$ cat config.mk
export PLATFORM = sky130hd
export DESIGN_NAME = takeoff_landing_thrust_sequencer_unit
export DESIGN_NICKNAME = d
export VERILOG_FILES = /design/src/hw/rtl/tlts_pkg.sv /design/src/hw/rtl/takeoff_landing_thrust_sequencer_unit.sv
export VERILOG_INCLUDE_DIRS = /design/src /design/src/hw/rtl
export SDC_FILE = /design/constraint.sdc
export NUM_CORES = 2
export LEC_CHECK = 0
export BUFFER_PORTS_ARGS = -buffer_cell sky130_fd_sc_hd__buf_2
export CORE_ASPECT_RATIO = 0.9
export CORE_MARGIN = 2
export CORE_UTILIZATION = 48
export DETAILED_ROUTE_END_ITERATION = 10
export GPL_ROUTABILITY_DRIVEN = 0
export SLEW_MARGIN = 10
export SYNTH_ARGS = -nofsm -noshare
export SYNTH_HDL_FRONTEND = slang
export SYNTH_SLANG_ARGS = --single-unit
export TNS_END_PERCENT = 10
$ cat constraint.sdc
create_clock -name clk -period 8.12 [get_ports clk]
set_input_delay 0.406 -clock clk [delete_from_list [all_inputs] [get_ports clk]]
set_output_delay 0.406 -clock clk [all_outputs]
set_load 0.02 [all_outputs]
$ cat src/hw/rtl/takeoff_landing_thrust_sequencer_unit_defines.svh
`ifndef TAKEOFF_LANDING_THRUST_SEQUENCER_UNIT_DEFINES_SVH
`define TAKEOFF_LANDING_THRUST_SEQUENCER_UNIT_DEFINES_SVH

// Checks a condition in the same cycle as its trigger.
`define TLTS_ASSERT_NOW(lbl, ante, cons) \
  lbl: assert property (@(posedge clk) disable iff (!rst_n) (ante) |-> (cons)) \
    else $error("tlts check failed");

// Checks a condition in the cycle after its trigger.
`define TLTS_ASSERT_NEXT(lbl, ante, cons) \
  lbl: assert property (@(posedge clk) disable iff (!rst_n) (ante) |=> (cons)) \
    else $error("tlts check failed");

`endif

$ cat src/hw/rtl/tlts_pkg.sv
`timescale 1ns / 1ps
package tlts_pkg;

  localparam int RAMP_COUNT_WIDTH = 10;
  localparam int CONFIRM_TICKS    = 10;

  localparam int THRUST_W = 16;
  localparam int STEPS_W  = 10;
  localparam int COUNT_W  = 4;
  localparam int REG_IDX_W = 2;

  localparam logic [REG_IDX_W-1:0] REG_MIN_THRUST  = 2'd0;
  localparam logic [REG_IDX_W-1:0] REG_MAX_THRUST  = 2'd1;
  localparam logic [REG_IDX_W-1:0] REG_RAMP_STEPS  = 2'd2;
  localparam logic [REG_IDX_W-1:0] REG_RAMP_FACTOR = 2'd3;

  localparam logic [THRUST_W-1:0] MIN_THRUST_RST  = 16'd0;
  localparam logic [THRUST_W-1:0] MAX_THRUST_RST  = 16'd58982;
  localparam logic [STEPS_W-1:0]  RAMP_STEPS_RST  = 10'd100;
  localparam logic [THRUST_W-1:0] RAMP_FACTOR_RST = 16'd655;

  localparam logic [1:0] PH_GROUND = 2'd0;
  localparam logic [1:0] PH_SLOW   = 2'd1;
  localparam logic [1:0] PH_FLYING = 2'd2;
  localparam logic [1:0] PH_UNUSED = 2'd3;

  localparam logic signed [15:0] TH_CMD_POS  = 16'sd204;
  localparam logic signed [15:0] TH_CMD_NEG  = -16'sd204;
  localparam logic signed [15:0] TH_CMD_LAND = -16'sd2048;
  localparam logic signed [15:0] TH_VZ       = -16'sd512;
  localparam logic signed [15:0] TH_VXY      = 16'sd204;

  localparam int DIV_STEPS = 32;
  localparam int DIV_CNT_W = $clog2(DIV_STEPS);
  localparam int QUO_W     = 32;
  localparam int PROD1_W   = QUO_W + RAMP_COUNT_WIDTH;
  localparam int PROD2_W   = PROD1_W + THRUST_W;
  localparam int SCALED_W  = PROD2_W - THRUST_W;
  localparam int CMP_W     = (RAMP_COUNT_WIDTH > STEPS_W) ? RAMP_COUNT_WIDTH : STEPS_W;

  localparam logic [COUNT_W-1:0] COUNT_MAX     = {COUNT_W{1'b1}};
  localparam logic [COUNT_W-1:0] CONFIRM_COUNT = COUNT_W'(CONFIRM_TICKS);

endpackage

$ cat src/hw/rtl/takeoff_landing_thrust_sequencer_unit.sv
`timescale 1ns / 1ps
// Channel  Direction  Handshake             Payload
// in_      input      in_valid / in_ready   mode, command, velocities, accel, gain
// out_     output     out_valid / out_ready thrust_command, flight_phase, gain_invalid
// cfg_     input      cfg_we                cfg_index, cfg_data
//
// After acceptance a request runs through the restoring divider, one quotient bit per
// cycle, then the multiply states ST_MUL1 and ST_MUL2 and the clamp state ST_CLAMP.
// in_ready is high only while the sequencer is idle, so a new request is accepted only
// after the last result is taken; a result held by a stalled out_ready keeps it busy.
// Reset is synchronous and active low; it restores the phase, the takeoff, landing and ramp
// counters and the configuration registers to their documented reset values.
`include "takeoff_landing_thrust_sequencer_unit_defines.svh"
module takeoff_landing_thrust_sequencer_unit (
  input  logic                                 clk,
  input  logic                                 rst_n,
  input  logic                                 in_valid,
  output logic                                 in_ready,
  input  logic                                 in_mode,
  input  logic signed [15:0]                   in_vertical_command,
  input  logic signed [15:0]                   in_vel_x,
  input  logic signed [15:0]                   in_vel_y,
  input  logic signed [15:0]                   in_vel_z,
  input  logic signed [15:0]                   in_accel_z_wanted,
  input  logic signed [15:0]                   in_accel_per_thrust,
  output logic                                 out_valid,
  input  logic                                 out_ready,
  output logic [tlts_pkg::THRUST_W-1:0]        out_thrust_command,
  output logic [1:0]                           out_flight_phase,
  output logic                                 out_gain_invalid,
  input  logic                                 cfg_we,
  input  logic [tlts_pkg::REG_IDX_W-1:0]       cfg_index,
  input  logic [tlts_pkg::THRUST_W-1:0]        cfg_data
);
  import tlts_pkg::*;

  typedef enum logic [2:0] {
    ST_IDLE,
    ST_DIV,
    ST_MUL1,
    ST_MUL2,
    ST_CLAMP,
    ST_OUT
  } state_t;

  state_t                      state_r, state_nxt;
  logic [1:0]                  phase_r, phase_nxt;
  logic [COUNT_W-1:0]          takeoff_r, takeoff_nxt;
  logic [COUNT_W-1:0]          landing_r, landing_nxt;
  logic [RAMP_COUNT_WIDTH-1:0] ramp_r, ramp_nxt;
  logic [THRUST_W-1:0]         min_r, min_nxt;
  logic [THRUST_W-1:0]         max_r, max_nxt;
  logic [STEPS_W-1:0]          steps_r, steps_nxt;
  logic [THRUST_W-1:0]         factor_r, factor_nxt;

  logic [15:0]                 rem_r, rem_nxt;
  logic [QUO_W-1:0]            quo_r, quo_nxt;
  logic [15:0]                 divisor_r, divisor_nxt;
  logic [DIV_CNT_W-1:0]        cnt_r, cnt_nxt;
  logic                        sgn_r, sgn_nxt;
  logic                        neg_r, neg_nxt;
  logic                        invalid_r, invalid_nxt;
  logic [PROD1_W-1:0]          prod1_r, prod1_nxt;
  logic [PROD2_W-1:0]          prod2_r, prod2_nxt;

  logic                        out_valid_r, out_valid_nxt;
  logic [THRUST_W-1:0]         thrust_r, thrust_nxt;
  logic [1:0]                  out_phase_r, out_phase_nxt;
  logic                        out_invalid_r, out_invalid_nxt;

  logic [15:0]                 acc_abs;
  logic [15:0]                 gain_abs;
  logic [16:0]                 trial;
  logic                        trial_ok;
  logic [QUO_W-1:0]            mag;
  logic [SCALED_W-1:0]         sel;
  logic [SCALED_W-1:0]         lo_val;
  logic                        land;
  logic [COUNT_W-1:0]          landing_inc;

  assign acc_abs  = in_accel_z_wanted[15] ? (~in_accel_z_wanted + 16'd1) : in_accel_z_wanted;
  assign gain_abs = in_accel_per_thrust[15] ? (~in_accel_per_thrust + 16'd1)
                                            : in_accel_per_thrust;
  assign trial    = {rem_r, quo_r[QUO_W-1]};
  assign trial_ok = trial >= {1'b0, divisor_r};
  assign mag      = invalid_r ? QUO_W'(min_r) : quo_r;

  assign land = (in_vertical_command <= TH_CMD_LAND) && (in_vel_z > TH_VZ) &&
                (in_vel_x <= TH_VXY) && (in_vel_x >= -TH_VXY) &&
                (in_vel_y <= TH_VXY) && (in_vel_y >= -TH_VXY);
  assign landing_inc = (landing_r < COUNT_MAX) ? (landing_r + 1'b1) : landing_r;

  always_comb begin
    case (phase_r)
      PH_SLOW:   sel = prod2_r[PROD2_W-1:THRUST_W];
      PH_FLYING: sel = SCALED_W'(quo_r);
      default:   sel = SCALED_W'(min_r);
    endcase
    if (neg_r && (phase_r == PH_SLOW || phase_r == PH_FLYING) && sel != '0) begin
      lo_val = SCALED_W'(min_r);
    end else if (sel < SCALED_W'(min_r)) begin
      lo_val = SCALED_W'(min_r);
    end else begin
      lo_val = sel;
    end
  end

  always_comb begin
    state_nxt       = state_r;
    phase_nxt       = phase_r;
    takeoff_nxt     = takeoff_r;
    landing_nxt     = landing_r;
    ramp_nxt        = ramp_r;
    min_nxt         = min_r;
    max_nxt         = max_r;
    steps_nxt       = steps_r;
    factor_nxt      = factor_r;
    rem_nxt         = rem_r;
    quo_nxt         = quo_r;
    divisor_nxt     = divisor_r;
    cnt_nxt         = cnt_r;
    sgn_nxt         = sgn_r;
    neg_nxt         = neg_r;
    invalid_nxt     = invalid_r;
    prod1_nxt       = prod1_r;
    prod2_nxt       = prod2_r;
    out_valid_nxt   = out_valid_r;
    thrust_nxt      = thrust_r;
    out_phase_nxt   = out_phase_r;
    out_invalid_nxt = out_invalid_r;

    if (cfg_we) begin
      case (cfg_index)
        REG_MIN_THRUST:  min_nxt    = cfg_data;
        REG_MAX_THRUST:  max_nxt    = cfg_data;
        REG_RAMP_STEPS:  steps_nxt  = cfg_data[STEPS_W-1:0];
        REG_RAMP_FACTOR: factor_nxt = cfg_data;
        default: ;
      endcase
    end

    case (state_r)
      ST_IDLE: begin
        if (in_valid) begin
          rem_nxt     = '0;
          quo_nxt     = {acc_abs, 16'd0};
          divisor_nxt = gain_abs;
          cnt_nxt     = '0;
          sgn_nxt     = in_accel_z_wanted[15] != in_accel_per_thrust[15];
          invalid_nxt = in_accel_per_thrust == 16'sd0;
          state_nxt   = ST_DIV;
          if (in_mode) begin
            case (phase_r)
              PH_SLOW: begin
                if (CMP_W'(ramp_r) == CMP_W'(steps_r)) begin
                  phase_nxt = PH_FLYING;
                  ramp_nxt  = '0;
                end else if (in_vertical_command < TH_CMD_NEG) begin
                  phase_nxt   = PH_GROUND;
                  takeoff_nxt = '0;
                  ramp_nxt    = '0;
                end else begin
                  ramp_nxt = ramp_r + 1'b1;
                end
              end
              PH_FLYING: begin
                if (land) begin
                  landing_nxt = landing_inc;
                  if (landing_inc >= CONFIRM_COUNT) begin
                    phase_nxt   = PH_GROUND;
                    takeoff_nxt = '0;
                  end
                end else begin
                  landing_nxt = '0;
                end
              end
              default: begin
                phase_nxt = PH_GROUND;
                if (in_vertical_command > TH_CMD_POS) begin
                  if (takeoff_r < CONFIRM_COUNT) begin
                    takeoff_nxt = takeoff_r + 1'b1;
                  end else begin
                    phase_nxt   = PH_SLOW;
                    ramp_nxt    = '0;
                    landing_nxt = '0;
                  end
                end else begin
                  takeoff_nxt = '0;
                end
              end
            endcase
          end
        end
      end
      ST_DIV: begin
        rem_nxt = trial_ok ? 16'(trial - {1'b0, divisor_r}) : trial[15:0];
        quo_nxt = {quo_r[QUO_W-2:0], trial_ok};
        cnt_nxt = cnt_r + 1'b1;
        if (cnt_r == DIV_CNT_W'(DIV_STEPS - 1)) begin
          state_nxt = ST_MUL1;
        end
      end
      ST_MUL1: begin
        quo_nxt   = mag;
        neg_nxt   = sgn_r && !invalid_r && (quo_r != '0);
        prod1_nxt = PROD1_W'(mag) * PROD1_W'(ramp_r);
        state_nxt = ST_MUL2;
      end
      ST_MUL2: begin
        prod2_nxt = PROD2_W'(prod1_r) * PROD2_W'(factor_r);
        state_nxt = ST_CLAMP;
      end
      ST_CLAMP: begin
        thrust_nxt      = (lo_val > SCALED_W'(max_r)) ? max_r : lo_val[THRUST_W-1:0];
        out_phase_nxt   = phase_r;
        out_invalid_nxt = invalid_r;
        out_valid_nxt   = 1'b1;
        state_nxt       = ST_OUT;
      end
      ST_OUT: begin
        if (out_ready) begin
          out_valid_nxt = 1'b0;
          state_nxt     = ST_IDLE;
        end
      end
      default: state_nxt = ST_IDLE;
    endcase
  end

  always_ff @(posedge clk) begin
    if (!rst_n) begin
      state_r     <= ST_IDLE;
      phase_r     <= PH_GROUND;
      takeoff_r   <= '0;
      landing_r   <= '0;
      ramp_r      <= '0;
      min_r       <= MIN_THRUST_RST;
      max_r       <= MAX_THRUST_RST;
      steps_r     <= RAMP_STEPS_RST;
      factor_r    <= RAMP_FACTOR_RST;
      out_valid_r <= 1'b0;
    end else begin
      state_r     <= state_nxt;
      phase_r     <= phase_nxt;
      takeoff_r   <= takeoff_nxt;
      landing_r   <= landing_nxt;
      ramp_r      <= ramp_nxt;
      min_r       <= min_nxt;
      max_r       <= max_nxt;
      steps_r     <= steps_nxt;
      factor_r    <= factor_nxt;
      out_valid_r <= out_valid_nxt;
    end
    rem_r         <= rem_nxt;
    quo_r         <= quo_nxt;
    divisor_r     <= divisor_nxt;
    cnt_r         <= cnt_nxt;
    sgn_r         <= sgn_nxt;
    neg_r         <= neg_nxt;
    invalid_r     <= invalid_nxt;
    prod1_r       <= prod1_nxt;
    prod2_r       <= prod2_nxt;
    thrust_r      <= thrust_nxt;
    out_phase_r   <= out_phase_nxt;
    out_invalid_r <= out_invalid_nxt;
  end

  assign in_ready           = state_r == ST_IDLE;
  assign out_valid          = out_valid_r;
  assign out_thrust_command = thrust_r;
  assign out_flight_phase   = out_phase_r;
  assign out_gain_invalid   = out_invalid_r;

  `TLTS_ASSERT_NOW(a_busy_when_result, out_valid, !in_ready)
  `TLTS_ASSERT_NEXT(a_busy_after_request, in_valid && in_ready, !in_ready && !out_valid)
  `TLTS_ASSERT_NOW(a_thrust_below_max, out_valid, out_thrust_command <= max_r)
  `TLTS_ASSERT_NOW(a_ground_thrust, out_valid && out_flight_phase == PH_GROUND,
                   out_thrust_command == min_r || out_thrust_command == max_r)
  `TLTS_ASSERT_NOW(a_phase_code, out_valid, out_flight_phase != PH_UNUSED)

endmodule

# Yosys cells after proc, flatten, opt, wreduce, memory -nomap -nowiden
# Cells that the tools add are included.
# word_totals
regBits	273
latchBits	0
ram_bits	0
mem_bits_ro	0
inputBits	120
elab_cells	152
mem_count	0
# classes
addsub	7
multipliers	2
n_div	0
magnitude_cmp	14
n_eq_ne	24
shifts	0
muxes	44
n_bitwise	4
reduce_logical	34
# ops
op	n
$pmux 32 s3	1
$mux 42	2
$pmux 42 s2	1
$mux 16	4
$mux 32	2
$mul 42x16->58	1
$gt 42x16->1	1
$lt 42x16->1	1
$mul 32x10->42	1
$reduce_bool 42->1	1
$mux 10	4
$mux 4	10
$add 16x1->16 const B	2
$ge 16x9->1 const B	2
$le 16x9->1 const B	2
$not 16->16	2
$pmux 16 s2	1
$reduce_bool 32->1	1
$pmux 10 s2	1
$pmux 3 s6	1
$reduce_and 6->1	3
$ge 17x16->1	1
$gt 16x10->1 const B	1
$gt 16x9->1 const B	1
other kinds (41)	82

# Depth between registers and ports, before layout
# logic_depth
depth_word	8
mapped_depth	27
ltp_nobuf	24

# Worst setup path before layout
# Ideal clock, no wire load.
# synth_timing
kind	register to register
start	register invalid_r
end	register prod1_r[40], data pin
arrival_ns	6.278
t_required_ns	7.860
setup_slack_ns	1.582
path_stages_with_launch	25
synth_period_minus_slack_ns	6.538
cell_sequence	edfxtp_1 -> clkbuf_1 -> clkbuf_1 -> mux2_2 -> clkbuf_1 -> and2_1 -> fa_1 -> inv_1 -> fa_1 -> fa_1 -> fa_1 -> inv_1 -> fa_1 -> ha_1 -> buf_2 -> a211oi_2 -> nand3_1 -> a211oi_2 -> nor2_1 -> o21ai_1 -> o31ai_1 -> a221oi_4 -> o21ai_1 -> a221oi_2 -> xnor2_1
# synth_via
elab_chain_len	2
# synth_rtl
item	line	text
from (decl)	takeoff_landing_thrust_sequencer_unit.sv:62	logic invalid_r, invalid_nxt;
from (signal assigned)	takeoff_landing_thrust_sequencer_unit.sv:260	invalid_r <= invalid_nxt;
$mux 32	takeoff_landing_thrust_sequencer_unit.sv:86	assign mag = invalid_r ? QUO_W'(min_r) : quo_r;
$mul 32x10->42	takeoff_landing_thrust_sequencer_unit.sv:206	prod1_nxt = PROD1_W'(mag) * PROD1_W'(ramp_r);
to (signal assigned)	takeoff_landing_thrust_sequencer_unit.sv:261	prod1_r <= prod1_nxt;
to (decl)	takeoff_landing_thrust_sequencer_unit.sv:63	logic [PROD1_W-1:0] prod1_r, prod1_nxt;
# No other way between the ends.
# A chain may end at the register's enable or synchronous reset.

# Worst setup path after layout
# layout_timing
start	register factor_r[1]
end	register prod2_r[53], data pin
# layout_via
elab_chain_len	1
# layout_rtl
item	line	text
from (decl)	takeoff_landing_thrust_sequencer_unit.sv:54	logic [THRUST_W-1:0] factor_r, factor_nxt;
from (signal assigned)	takeoff_landing_thrust_sequencer_unit.sv:251	factor_r <= factor_nxt;
$mul 42x16->58	takeoff_landing_thrust_sequencer_unit.sv:210	prod2_nxt = PROD2_W'(prod1_r) * PROD2_W'(factor_r);
to (signal assigned)	takeoff_landing_thrust_sequencer_unit.sv:262	prod2_r <= prod2_nxt;
to (decl)	takeoff_landing_thrust_sequencer_unit.sv:64	logic [PROD2_W-1:0] prod2_r, prod2_nxt;
# No other way between the ends.

==> results.cfg <==
[synth]
seq_area_frac_synth_pct = 15.8
synthTopCellsByCount = inv_1, fa_1, nand2_1
syn_avg_cell_area_um2 = 9.10
synth_area_leaders = fa_1, edfxtp_1, inv_1
synth.ff_latch_count = 257
syn_inst = 4793
synth_top_area_share_pct = 36.5
synth_edf_count = 175
yosysUniqueCellTypes = 98
syn-num-nets = 5970
yosys.area.top_type = fa_1
syn_area_mm2 = 0.0436
synthFlopType = edfxtp_1
async_flop_share_pct = 0
ys_warn_count = 0
yosysMostFrequentCell = inv_1

[critical_path]
critPathCaptureType = register
crit_path_start = factor_r[1]
worst_ep_arrival_time_ns = 7.80
rr_worst_depth = 22
critPathRequiredTime_ns = 8.54
reg2reg_from = factor_r[1]
timing.rr.end = prod2_r[53]
start_kind = register
reg2reg_slack_ns = 0.74
worstSetupPathType = register to register
path_max_fanout = 30
cp-endpoint = prod2_r[53]

[clock_tree]
clock_path_buffers = 3
cts_setup_buffers = 0
h-tree-depth = 1
numCtsBuffers = 28
cts.sinks = 257
clk_latency_ns = 0.58
cts_tree = done
clock-root-buffer = clkbuf_16
clk_pin_slew_ns = 0.07

[detailed_routing]
drcViolationCount = 0
drt_first_pass_iters = 7
drtAntennaViolNets = 0
wl_per_cell_um = 18.5
vias_per_cell = 5.33
vias = 32000
drt_iter0_markers = 1998
drt-total-wl_mm = 111

[floorplanning]
fp.dieH_um = 290
initial_core_util_pct = 48.6
placementRows = 104
dieArea_mm2 = 0.0933
coreArea_mm2 = 0.0898
fp.dieW_um = 322
io_pins = 141

[job]
drv_cap = 0

[grt]
antenna_found_initial = 1
grt_pass1_vias = 33600
grt_usage_pct = 24.7
grt_first_pass_wirelength_mm = 183
grt.overflow.total = 0
grt_max_degree = 71

[power_and_ir_drop]
p_leak_nw = 22.7
peakVddDrop_mv = 0.744
powerDensity_mw_per_mm2 = 450
p_total_mw = 20.9

[sta]
slew_violations = 0
hold_violations = 0
slew_headroom_pct = 25.8
setup_viol = 0
finClkSkew_ns = 0.0197
post-route-period-util_pct = 90.9
worst_pin_slew_ns = 1.11
holdWs_ns = 0.124
fin_crit_ns = 7.38
fmax_ghz = 0.135
rsz0062_at_grt = false
fin_setup_tns_ns = 0

[layout]
multi_input_area_mm2 = 0.0321
seqCellArea_mm2 = 0.00690
design_area_mm2 = 0.0465
fill_cells = 8414
areaGrowthSynthToFinish_pct = 6.70
nets = 5990
drive_above_1_share_pct = 7.59

[status]
outcome = completed

[hold_path]
hold_class = primary input to register

[placed_design]
post_dp_cell_area_mm2 = 0.0456
dpl.hpwl_mm = 88.7
port-buffer-count = 140
timing repair:
action	4_1_cts	5_1_grt
hold buffers	1	0
hold endpoints to repair	1	0
resized for setup	0	0
report_power, final:
group	total, mW	leakage [nW]	internal [mW]	switching, mW
logic	16.8	20.0	6.71	10.1
clock network	1.29	0.432	0.723	0.569
registers	2.83	2.30	2.50	0.336
worst max-delay path, stage by stage (launching register included):
cell and delay (ns):
dfxtp_2 0.79, buf_4 0.35, nand2_1 0.10, fa_1 0.53, fa_1 0.52, fa_1 0.51
inv_1 0.06, fa_1 0.52, fa_1 0.50, inv_1 0.05, fa_1 0.48, inv_1 0.05
ha_1 0.32, a21oi_1 0.13, o21ai_0 0.13, a311oi_1 0.46, o22ai_2 0.23, o21ai_2 0.38
a21oi_2 0.12, o21ai_2 0.20, a31o_2 0.22, or4b_1 0.44, o211ai_1 0.11
worst min-delay path by stage:
stage	start	endpoint	slack, ns	depth (start not counted)
2_1_floorplan	invalid_r	out_gain_invalid	0.42	0
3_3_place_gp	max_r[8]	max_r[8]	0.47	2
3_5_place_dp	takeoff_r[3]	takeoff_r[3]	0.47	2
4_1_cts	cfg_data[10]	min_r[10]	0.10	3
5_1_grt	cfg_data[11]	max_r[11]	0.13	3
6_report	cfg_data[10]	min_r[10]	0.12	3
per-layer routing:
layer	share of wire [%]	vias up	track usage (%)
met5	0	-	0
met4	2.2	0	5.05
met3	5.0	126	3.00
met2	47	690	40.1
met1	46	16400	35.6
li1	-	14800	-
kinds of logic after synthesis:
family | after synthesis | share of synthesized area (%)
adders and majority gates | 1057 | 44.0
and+or+nand+nor | 1559 | 17.2
AOI/OAI and AO/OA | 497 | 8.00
buffers and inverters | 1226 | 10.7
xor gates and xnor gates | 133 | 2.67
DFF | 257 | 15.8
muxes | 64 | 1.60
registers in the layout, indices dropped and copies added, names as in the netlist, 2 cells and up:
register            cells
cnt_r                   5
divisor_r              16
factor_r               16
landing_r               4
max_r                  16
min_r                  16
out_flight_phase        2
out_thrust_command     16
phase_r                 2
prod1_r                42
prod2_r                42
quo_r                  32
ramp_r                 10
rem_r                  16
state_r                 3
steps_r                10
takeoff_r               4
cells in the final DEF (no fill, tap or decap), types with 78 or more instances in the layout:
master,instances
xnor2_1,91
edfxtp_1,175
nand2_1,796
buf_2,140
and2_1,392
ha_1,261
buf_4,96
fa_1,796
a21oi_1,115
inv_1,971
nor2_1,113
dfxtp_1,78
final cells by class:
type	count	share of cell area (%)
multi-input cells	3310	68.9
flip-flops and latches	257	14.8
inverters	973	7.85
repair buffers	243	3.33
well taps	1166	3.13
clock buffers	33	1.61
clock inverters	17	0.317
diodes	1	0.00538
per-stage QoR:
step,util (%),setup WS (ns),std cells
2_1_floorplan,-,1.58,4793
3_3_place_gp,50.8,0.785,5948
3_5_place_dp,50.8,0.775,5948
4_1_cts,51.8,0.749,5999
5_1_grt,51.8,0.406,6000
6_report,51.8,0.740,6000
(Power assumes the default switching activity.)
